## src/rtl/tls_pkg.sv

```systemverilog
// Shared types and constants for the text line statistics block.
`default_nettype none

package tls_pkg;

   localparam int COUNT_BITS_DEFAULT = 32;
   localparam int OUT_BITS           = 32;
   localparam int OUT_FIELDS         = 12;
   localparam int RSP_BITS           = OUT_BITS * OUT_FIELDS;
   localparam int BYTE_BITS          = 8;

   localparam logic [BYTE_BITS-1:0] NEWLINE_BYTE = 8'd10;

   typedef enum logic {
      KIND_DATA = 1'b0,
      KIND_EOF  = 1'b1
   } kind_type;

   typedef struct packed {
      kind_type             kind;
      logic [BYTE_BITS-1:0] data_byte;
   } beat_type;

   // first member sits in the top bits, so file_bytes lands in bits 31:0
   typedef struct packed {
      logic [OUT_BITS-1:0] most_file_lines;
      logic [OUT_BITS-1:0] fewest_file_lines;
      logic [OUT_BITS-1:0] largest_file_bytes;
      logic [OUT_BITS-1:0] smallest_file_bytes;
      logic [OUT_BITS-1:0] total_empty_lines;
      logic [OUT_BITS-1:0] total_lines;
      logic [OUT_BITS-1:0] total_bytes;
      logic [OUT_BITS-1:0] line_width_max;
      logic [OUT_BITS-1:0] line_width_min;
      logic [OUT_BITS-1:0] file_empty_lines;
      logic [OUT_BITS-1:0] file_lines;
      logic [OUT_BITS-1:0] file_bytes;
   } result_type;

endpackage

`default_nettype wire

```

## src/rtl/tls_in_stage.sv

```systemverilog
// Input register stage holding one accepted beat.
`default_nettype none

module tls_in_stage (
   input  wire logic              clock,
   input  wire logic              reset,
   input  wire logic              in_valid,
   output logic                   in_ready,
   input  wire tls_pkg::beat_type in_beat,
   output logic                   out_valid,
   output tls_pkg::beat_type      out_beat,
   input  wire logic              advance
);
   import tls_pkg::*;

   logic     valid_ff, valid_in;
   beat_type beat_ff;
   logic     in_fire;

   assign in_ready = !valid_ff || advance;
   assign in_fire  = in_valid && in_ready;

   always_comb begin
      if (in_fire) begin
         valid_in = 1'b1;
      end else if (advance) begin
         valid_in = 1'b0;
      end else begin
         valid_in = valid_ff;
      end
   end

   always_ff @(posedge clock) begin
      if (reset) begin
         valid_ff <= 1'b0;
      end else begin
         valid_ff <= valid_in;
      end
   end

   always_ff @(posedge clock) begin
      if (in_fire) begin
         beat_ff <= in_beat;
      end
   end

   assign out_valid = valid_ff;
   assign out_beat  = beat_ff;

endmodule

`default_nettype wire

```

## src/rtl/tls_file_stats.sv

```systemverilog
// Per-file byte, line, empty line and line width counters.
`default_nettype none

module tls_file_stats #(
   parameter int COUNT_BITS = tls_pkg::COUNT_BITS_DEFAULT
) (
   input  wire logic                  clock,
   input  wire logic                  reset,
   input  wire logic                  step,
   input  wire tls_pkg::beat_type     beat,
   output logic [COUNT_BITS-1:0]      file_bytes,
   output logic [COUNT_BITS-1:0]      file_lines,
   output logic [COUNT_BITS-1:0]      file_empty,
   output logic [COUNT_BITS-1:0]      width_min,
   output logic [COUNT_BITS-1:0]      width_max
);
   import tls_pkg::*;

   localparam logic [COUNT_BITS-1:0] ALL_ONES = '1;

   function automatic logic [COUNT_BITS-1:0] sat_inc(input logic [COUNT_BITS-1:0] v);
      return (v == ALL_ONES) ? v : v + 1'b1;
   endfunction

   // lines_ff already counts a line that is open (bytes since last newline)
   logic [COUNT_BITS-1:0] bytes_ff, bytes_in;
   logic [COUNT_BITS-1:0] lines_ff, lines_in;
   logic [COUNT_BITS-1:0] empty_ff, empty_in;
   logic [COUNT_BITS-1:0] len_ff, len_in;
   logic [COUNT_BITS-1:0] wmin_ff, wmin_in;
   logic [COUNT_BITS-1:0] wmax_ff, wmax_in;
   logic                  line_fresh;
   logic                  is_newline;

   assign line_fresh = (len_ff == '0);
   assign is_newline = (beat.data_byte == NEWLINE_BYTE);

   always_comb begin
      bytes_in = bytes_ff;
      lines_in = lines_ff;
      empty_in = empty_ff;
      len_in   = len_ff;
      wmin_in  = wmin_ff;
      wmax_in  = wmax_ff;
      if (step) begin
         if (beat.kind == KIND_EOF) begin
            bytes_in = '0;
            lines_in = '0;
            empty_in = '0;
            len_in   = '0;
            wmin_in  = ALL_ONES;
            wmax_in  = '0;
         end else begin
            bytes_in = sat_inc(bytes_ff);
            if (line_fresh) begin
               lines_in = sat_inc(lines_ff);
            end
            if (is_newline) begin
               if (len_ff < wmin_ff) begin
                  wmin_in = len_ff;
               end
               if (len_ff > wmax_ff) begin
                  wmax_in = len_ff;
               end
               if (line_fresh) begin
                  empty_in = sat_inc(empty_ff);
               end
               len_in = '0;
            end else begin
               len_in = sat_inc(len_ff);
            end
         end
      end
   end

   always_ff @(posedge clock) begin
      if (reset) begin
         bytes_ff <= '0;
         lines_ff <= '0;
         empty_ff <= '0;
         len_ff   <= '0;
         wmin_ff  <= ALL_ONES;
         wmax_ff  <= '0;
      end else begin
         bytes_ff <= bytes_in;
         lines_ff <= lines_in;
         empty_ff <= empty_in;
         len_ff   <= len_in;
         wmin_ff  <= wmin_in;
         wmax_ff  <= wmax_in;
      end
   end

   assign file_bytes = bytes_ff;
   assign file_lines = lines_ff;
   assign file_empty = empty_ff;
   assign width_min  = wmin_ff;
   assign width_max  = wmax_ff;

endmodule

`default_nettype wire

```

## src/rtl/tls_totals.sv

```systemverilog
// Running totals and per-file extremes over all closed files.
`default_nettype none

module tls_totals #(
   parameter int COUNT_BITS = tls_pkg::COUNT_BITS_DEFAULT
) (
   input  wire logic                  clock,
   input  wire logic                  reset,
   input  wire logic                  close,
   input  wire logic [COUNT_BITS-1:0] file_bytes,
   input  wire logic [COUNT_BITS-1:0] file_lines,
   input  wire logic [COUNT_BITS-1:0] file_empty,
   output logic [COUNT_BITS-1:0]      next_sum_bytes,
   output logic [COUNT_BITS-1:0]      next_sum_lines,
   output logic [COUNT_BITS-1:0]      next_sum_empty,
   output logic [COUNT_BITS-1:0]      next_size_min,
   output logic [COUNT_BITS-1:0]      next_size_max,
   output logic [COUNT_BITS-1:0]      next_lines_min,
   output logic [COUNT_BITS-1:0]      next_lines_max
);
   import tls_pkg::*;

   localparam logic [COUNT_BITS-1:0] ALL_ONES = '1;

   function automatic logic [COUNT_BITS-1:0] sat_add(input logic [COUNT_BITS-1:0] a,
                                                     input logic [COUNT_BITS-1:0] b);
      logic [COUNT_BITS:0] s;
      s = {1'b0, a} + {1'b0, b};
      return s[COUNT_BITS] ? ALL_ONES : s[COUNT_BITS-1:0];
   endfunction

   logic [COUNT_BITS-1:0] sum_bytes_ff, sum_bytes_in;
   logic [COUNT_BITS-1:0] sum_lines_ff, sum_lines_in;
   logic [COUNT_BITS-1:0] sum_empty_ff, sum_empty_in;
   logic [COUNT_BITS-1:0] size_min_ff, size_min_in;
   logic [COUNT_BITS-1:0] size_max_ff, size_max_in;
   logic [COUNT_BITS-1:0] lines_min_ff, lines_min_in;
   logic [COUNT_BITS-1:0] lines_max_ff, lines_max_in;

   // values as they stand once the current file is folded in
   assign next_sum_bytes = sat_add(sum_bytes_ff, file_bytes);
   assign next_sum_lines = sat_add(sum_lines_ff, file_lines);
   assign next_sum_empty = sat_add(sum_empty_ff, file_empty);
   assign next_size_min  = (file_bytes < size_min_ff) ? file_bytes : size_min_ff;
   assign next_size_max  = (file_bytes > size_max_ff) ? file_bytes : size_max_ff;
   assign next_lines_min = (file_lines < lines_min_ff) ? file_lines : lines_min_ff;
   assign next_lines_max = (file_lines > lines_max_ff) ? file_lines : lines_max_ff;

   always_comb begin
      sum_bytes_in = sum_bytes_ff;
      sum_lines_in = sum_lines_ff;
      sum_empty_in = sum_empty_ff;
      size_min_in  = size_min_ff;
      size_max_in  = size_max_ff;
      lines_min_in = lines_min_ff;
      lines_max_in = lines_max_ff;
      if (close) begin
         sum_bytes_in = next_sum_bytes;
         sum_lines_in = next_sum_lines;
         sum_empty_in = next_sum_empty;
         size_min_in  = next_size_min;
         size_max_in  = next_size_max;
         lines_min_in = next_lines_min;
         lines_max_in = next_lines_max;
      end
   end

   always_ff @(posedge clock) begin
      if (reset) begin
         sum_bytes_ff <= '0;
         sum_lines_ff <= '0;
         sum_empty_ff <= '0;
         size_min_ff  <= ALL_ONES;
         size_max_ff  <= '0;
         lines_min_ff <= ALL_ONES;
         lines_max_ff <= '0;
      end else begin
         sum_bytes_ff <= sum_bytes_in;
         sum_lines_ff <= sum_lines_in;
         sum_empty_ff <= sum_empty_in;
         size_min_ff  <= size_min_in;
         size_max_ff  <= size_max_in;
         lines_min_ff <= lines_min_in;
         lines_max_ff <= lines_max_in;
      end
   end

endmodule

`default_nettype wire

```

## src/rtl/text_line_statistics_top.sv

```systemverilog
// Top level of the text line statistics block with the result register.
// Throughput: one beat per cycle, data bytes and end-of-file marks alike, except while an end-of-file mark is stalled.
// An accepted end-of-file beat sits in the input register until the result register is
// free to load; the result register then offers the result beat.
// An end-of-file mark stalls the input only while the result register is full and not drained.
// Reset clears all counts and totals to zero and all minima to all ones.
`default_nettype none

module text_line_statistics_top #(
   parameter int COUNT_BITS = tls_pkg::COUNT_BITS_DEFAULT
) (
   input  wire logic                           clock,
   input  wire logic                           reset,
   input  wire logic                           req_tvalid,
   output logic                                req_tready,
   input  wire logic [tls_pkg::BYTE_BITS-1:0]  req_tdata,  // data_byte
   input  wire logic                           req_tuser,  // kind
   output logic                                rsp_tvalid,
   input  wire logic                           rsp_tready,
   // file_bytes, file_lines, file_empty_lines, line_width_min, line_width_max,
   // total_bytes, total_lines, total_empty_lines, smallest_file_bytes,
   // largest_file_bytes, fewest_file_lines, most_file_lines (32 bits each)
   output logic [tls_pkg::RSP_BITS-1:0]        rsp_tdata
);
   import tls_pkg::*;

   beat_type              req_beat;
   beat_type              s1_beat;
   logic                  s1_valid;
   logic                  step;
   logic                  close;
   logic                  rsp_free;

   logic [COUNT_BITS-1:0] file_bytes, file_lines, file_empty, width_min, width_max;
   logic [COUNT_BITS-1:0] sum_bytes, sum_lines, sum_empty;
   logic [COUNT_BITS-1:0] size_min, size_max, lines_min, lines_max;

   logic                  rsp_valid_ff, rsp_valid_in;
   result_type            rsp_data_ff, rsp_data_in;

   assign req_beat.kind      = kind_type'(req_tuser);
   assign req_beat.data_byte = req_tdata;

   assign rsp_free = !rsp_valid_ff || rsp_tready;
   assign close    = s1_valid && (s1_beat.kind == KIND_EOF) && rsp_free;
   assign step     = (s1_valid && (s1_beat.kind == KIND_DATA)) || close;

   tls_in_stage u_in_stage (
      .clock     (clock),
      .reset     (reset),
      .in_valid  (req_tvalid),
      .in_ready  (req_tready),
      .in_beat   (req_beat),
      .out_valid (s1_valid),
      .out_beat  (s1_beat),
      .advance   (step)
   );

   tls_file_stats #(
      .COUNT_BITS (COUNT_BITS)
   ) u_file_stats (
      .clock      (clock),
      .reset      (reset),
      .step       (step),
      .beat       (s1_beat),
      .file_bytes (file_bytes),
      .file_lines (file_lines),
      .file_empty (file_empty),
      .width_min  (width_min),
      .width_max  (width_max)
   );

   tls_totals #(
      .COUNT_BITS (COUNT_BITS)
   ) u_totals (
      .clock          (clock),
      .reset          (reset),
      .close          (close),
      .file_bytes     (file_bytes),
      .file_lines     (file_lines),
      .file_empty     (file_empty),
      .next_sum_bytes (sum_bytes),
      .next_sum_lines (sum_lines),
      .next_sum_empty (sum_empty),
      .next_size_min  (size_min),
      .next_size_max  (size_max),
      .next_lines_min (lines_min),
      .next_lines_max (lines_max)
   );

   always_comb begin
      rsp_data_in.file_bytes          = OUT_BITS'(file_bytes);
      rsp_data_in.file_lines          = OUT_BITS'(file_lines);
      rsp_data_in.file_empty_lines    = OUT_BITS'(file_empty);
      rsp_data_in.line_width_min      = OUT_BITS'(width_min);
      rsp_data_in.line_width_max      = OUT_BITS'(width_max);
      rsp_data_in.total_bytes         = OUT_BITS'(sum_bytes);
      rsp_data_in.total_lines         = OUT_BITS'(sum_lines);
      rsp_data_in.total_empty_lines   = OUT_BITS'(sum_empty);
      rsp_data_in.smallest_file_bytes = OUT_BITS'(size_min);
      rsp_data_in.largest_file_bytes  = OUT_BITS'(size_max);
      rsp_data_in.fewest_file_lines   = OUT_BITS'(lines_min);
      rsp_data_in.most_file_lines     = OUT_BITS'(lines_max);
   end

   always_comb begin
      if (close) begin
         rsp_valid_in = 1'b1;
      end else if (rsp_tready) begin
         rsp_valid_in = 1'b0;
      end else begin
         rsp_valid_in = rsp_valid_ff;
      end
   end

   always_ff @(posedge clock) begin
      if (reset) begin
         rsp_valid_ff <= 1'b0;
      end else begin
         rsp_valid_ff <= rsp_valid_in;
      end
   end

   always_ff @(posedge clock) begin
      if (close) begin
         rsp_data_ff <= rsp_data_in;
      end
   end

   assign rsp_tvalid = rsp_valid_ff;
   assign rsp_tdata  = rsp_data_ff;

endmodule

`default_nettype wire

```

## config.mk

```make
export PLATFORM = sky130hd
export DESIGN_NAME = text_line_statistics_top
export DESIGN_NICKNAME = d
export VERILOG_FILES = /design/src/rtl/tls_pkg.sv /design/src/rtl/tls_in_stage.sv /design/src/rtl/tls_file_stats.sv /design/src/rtl/tls_totals.sv /design/src/rtl/text_line_statistics_top.sv
export SDC_FILE = /design/constraint.sdc
export NUM_CORES = 2
export LEC_CHECK = 0
export BUFFER_PORTS_ARGS = -buffer_cell sky130_fd_sc_hd__buf_4
export CAP_MARGIN = 20
export CORE_MARGIN = 10
export CORE_UTILIZATION = 24
export CTS_BUF_LIST = sky130_fd_sc_hd__clkbuf_8
export DETAILED_ROUTE_END_ITERATION = 7
export PLACE_DENSITY_LB_ADDON = 0.25
export SLEW_MARGIN = 0
export SYNTH_ARGS = -nofsm -noshare
export SYNTH_HDL_FRONTEND = slang
export SYNTH_HIERARCHICAL = 1
export SYNTH_SLANG_ARGS = --single-unit
```

## constraint.sdc

```tcl
create_clock -name clock -period 33.3 [get_ports clock]
set_clock_uncertainty 0.2 [all_clocks]
set_input_delay 4.995 -clock clock [delete_from_list [all_inputs] [get_ports clock]]
set_output_delay 4.995 -clock clock [all_outputs]
set_load 0.03 [all_outputs]
```

==> qor.yml <==
cts_buffer_depth: 3
required_ns: 28.10
synth_area_um2: 43300
maxCapViolations: 0
period_needed_ns: 10.86
tightest_slew_ns: 1.16
cts_setup_buffers: 0
grt_pass1_wl_um: 224000
synth_flop_cell: "dfxtp_1"
fin_nets: 5112
antenna_left: 0
ctsHoldBuffers: 0
seq_area_frac_synth: 0.466
cts_htree_levels: 4
cts.sinks: 811
finalSetupViolCount: 0
die_y_um: 445
place_hpwl_um: 103000
dr.pass1.iters: 8
grt_max_degree: 170
crit_path_start_kind: "primary input"
io_pins: 399
vias_per_cell: 4.83
drc: 0
route.vias.total: 35300
slew_headroom: 0.225
fin_crit_sh: 0.326
worstPathArrival_ns: 5.67
crit_path_end_kind: "output port"
utilization: 0.292
rsz0062_at_grt: "no"
pre_cts_ws_ns: 22.43
yosys_register_bits: 811
drv_slew: 0
synth.most_common_cell: "dfxtp_1"
max_freq_mhz: 92.0
cts-resized-gates: 0
drive_gt1_frac: 0.181
yosysTopAreaCellShare: 0.273
whs_ns: 0.263
place_congestion: 0.817
synth_cell_type_count: 100
rows: 155
synth_area_leaders: "edfxtp_1 (27%), dfxtp_1 (19%), ha_1 (8.4%), nor2_1 (3.4%), mux2i_1 (3.1%)"
cp_max_fo: 3
vdd_drop_max_mv: 0.0321
antenna_found_initial: 4
numPlacedInstances: 7001
cts_tree: "done"
fin_tns_setup_ns: 0
outcome: "finished, final reports clean"
post_synth.cell_area_avg_um2: 9.80
setup_ws_ns: 22.44
grt_overflow: 0
start_util: 0.242
numPortBuffers: 398
hold_class: "reg -> reg"
coreArea_um2: 179000
clock_latency_ns: 0.94
powerDensity_nw_per_um2: 44.7
routedWlPerCell_um: 20.4
gr-usage-all-layers: 0.146
ys_top_cells_by_count: "dfxtp_1 (418), edfxtp_1 (393), nor2_1 (391)"
grt_pass1_vias: 34500
yosysWarnings: 6
finalNonFillerCells: 7296
syn-num-nets: 4722
async_flop_share: 0
synth-edff-count: 393
p_leak_uw: 0.0215
cts_buffers: 156
die_area_um2: 198000
crit_type: "in -> out"
clk_pin_slew_ns: 0.05
die_w_um: 445
yosysTopAreaCell: "edfxtp_1"
clock-root-buffer: "clkbuf_8"
synth_cells: 4416
drt_iter0_drc: 2526
area_delta_synth_final_pct: 20.7
finalHoldViolCount: 0
routed_wl_um: 149000
==> power breakdown <==
group          internal, uW  switching [uW]  total [uW]
sequential             1080            21.8        1100
combinational          67.6             130         197
clock                   550             483        1030
total                  1700             635        2330
==> worst paths after layout <==
check                                                 from                 endpoint  slack [ns]  depth (start not counted)
worst max-delay path                            rsp_tready               req_tready       22.44                          5
worst min-delay path            u_file_stats/width_max[24]           rsp_tdata[152]        0.26                          0
worst max register to register      u_in_stage/out_beat[8]  u_totals/size_min_ff[9]       28.76                         10
worst min register to register  u_file_stats/width_max[24]           rsp_tdata[152]        0.26                          0
==> routing by layer <==
layer,wire (um),share of wire,vias to the layer above,GRT usage
li1,-,-,17100,-
met1,65200,0.44,17000,0.184
met2,70600,0.47,953,0.240
met3,7690,0.052,236,0.0306
met4,5710,0.038,2,0.0608
met5,16,0.00011,-,0
==> metrics by stage <==
step	instance area (um^2)	power, uW
final	52200	2330
after global routing	52200	2440
after CTS	52200	2380
after detailed placement	49000	1320
after global placement	49000	1320
after floorplan	43300	1270
==> flip-flops by register name, summed over array words and instances (netlist names) <==
register,flops
rsp_tdata,384
rsp_tvalid,1
u_file_stats/file_bytes,32
u_file_stats/file_empty,32
u_file_stats/file_lines,32
u_file_stats/len_ff,32
u_file_stats/width_max,32
u_file_stats/width_min,32
u_in_stage/out_beat,9
u_in_stage/out_valid,1
u_totals/lines_max_ff,32
u_totals/lines_min_ff,32
u_totals/size_max_ff,32
u_totals/size_min_ff,32
u_totals/sum_bytes_ff,32
u_totals/sum_empty_ff,32
u_totals/sum_lines_ff,32
==> kinds of logic (layout without fill, tap and decap cells) <==
| logic type | after synthesis | in the layout | synth area share |
|---|---|---|---|
| buf+inv | 495 | 1017 | 0.0455 |
| simple gates | 1541 | 1541 | 0.185 |
| fa+ha+maj | 293 | 293 | 0.0852 |
| compound gates | 939 | 939 | 0.143 |
| other cells | 0 | 3 | 0 |
| flops | 811 | 811 | 0.466 |
| xor+xnor | 137 | 137 | 0.0277 |
| mux | 200 | 200 | 0.0481 |
==> critical path: stages <==
cell	delay, ns
buf_4	0.12
nor2b_4	0.16
a21boi_4	0.07
nand2b_4	0.15
buf_4	0.17
==> layout make-up <==
type | count | area, um^2
clock inverters | 119 | 853
multi-input cells | 3110 | 21300
fillers | 18900 | 127000
inverters | 235 | 882
clock buffers | 171 | 2350
repair buffers | 492 | 3720
flip-flops and latches | 811 | 20200
diodes | 3 | 7.51
well taps | 2355 | 2950
==> layout by cell type (no fill, tap or decap), types with 149 or more instances in the layout <==
master    Yosys  final
inv_1       235    276
nand3_1     176    176
dfxtp_1     418    418
nand4_1     166    166
ha_1        290    290
nor2_1      391    388
nand2_1     251    251
edfxtp_1    393    393
buf_4         8    487
nor3_1      150    149
a21oi_1     244    240
o21ai_0     159    159
clkbuf_8      0    171
Note: power is estimated with default switching activity, not from simulation.
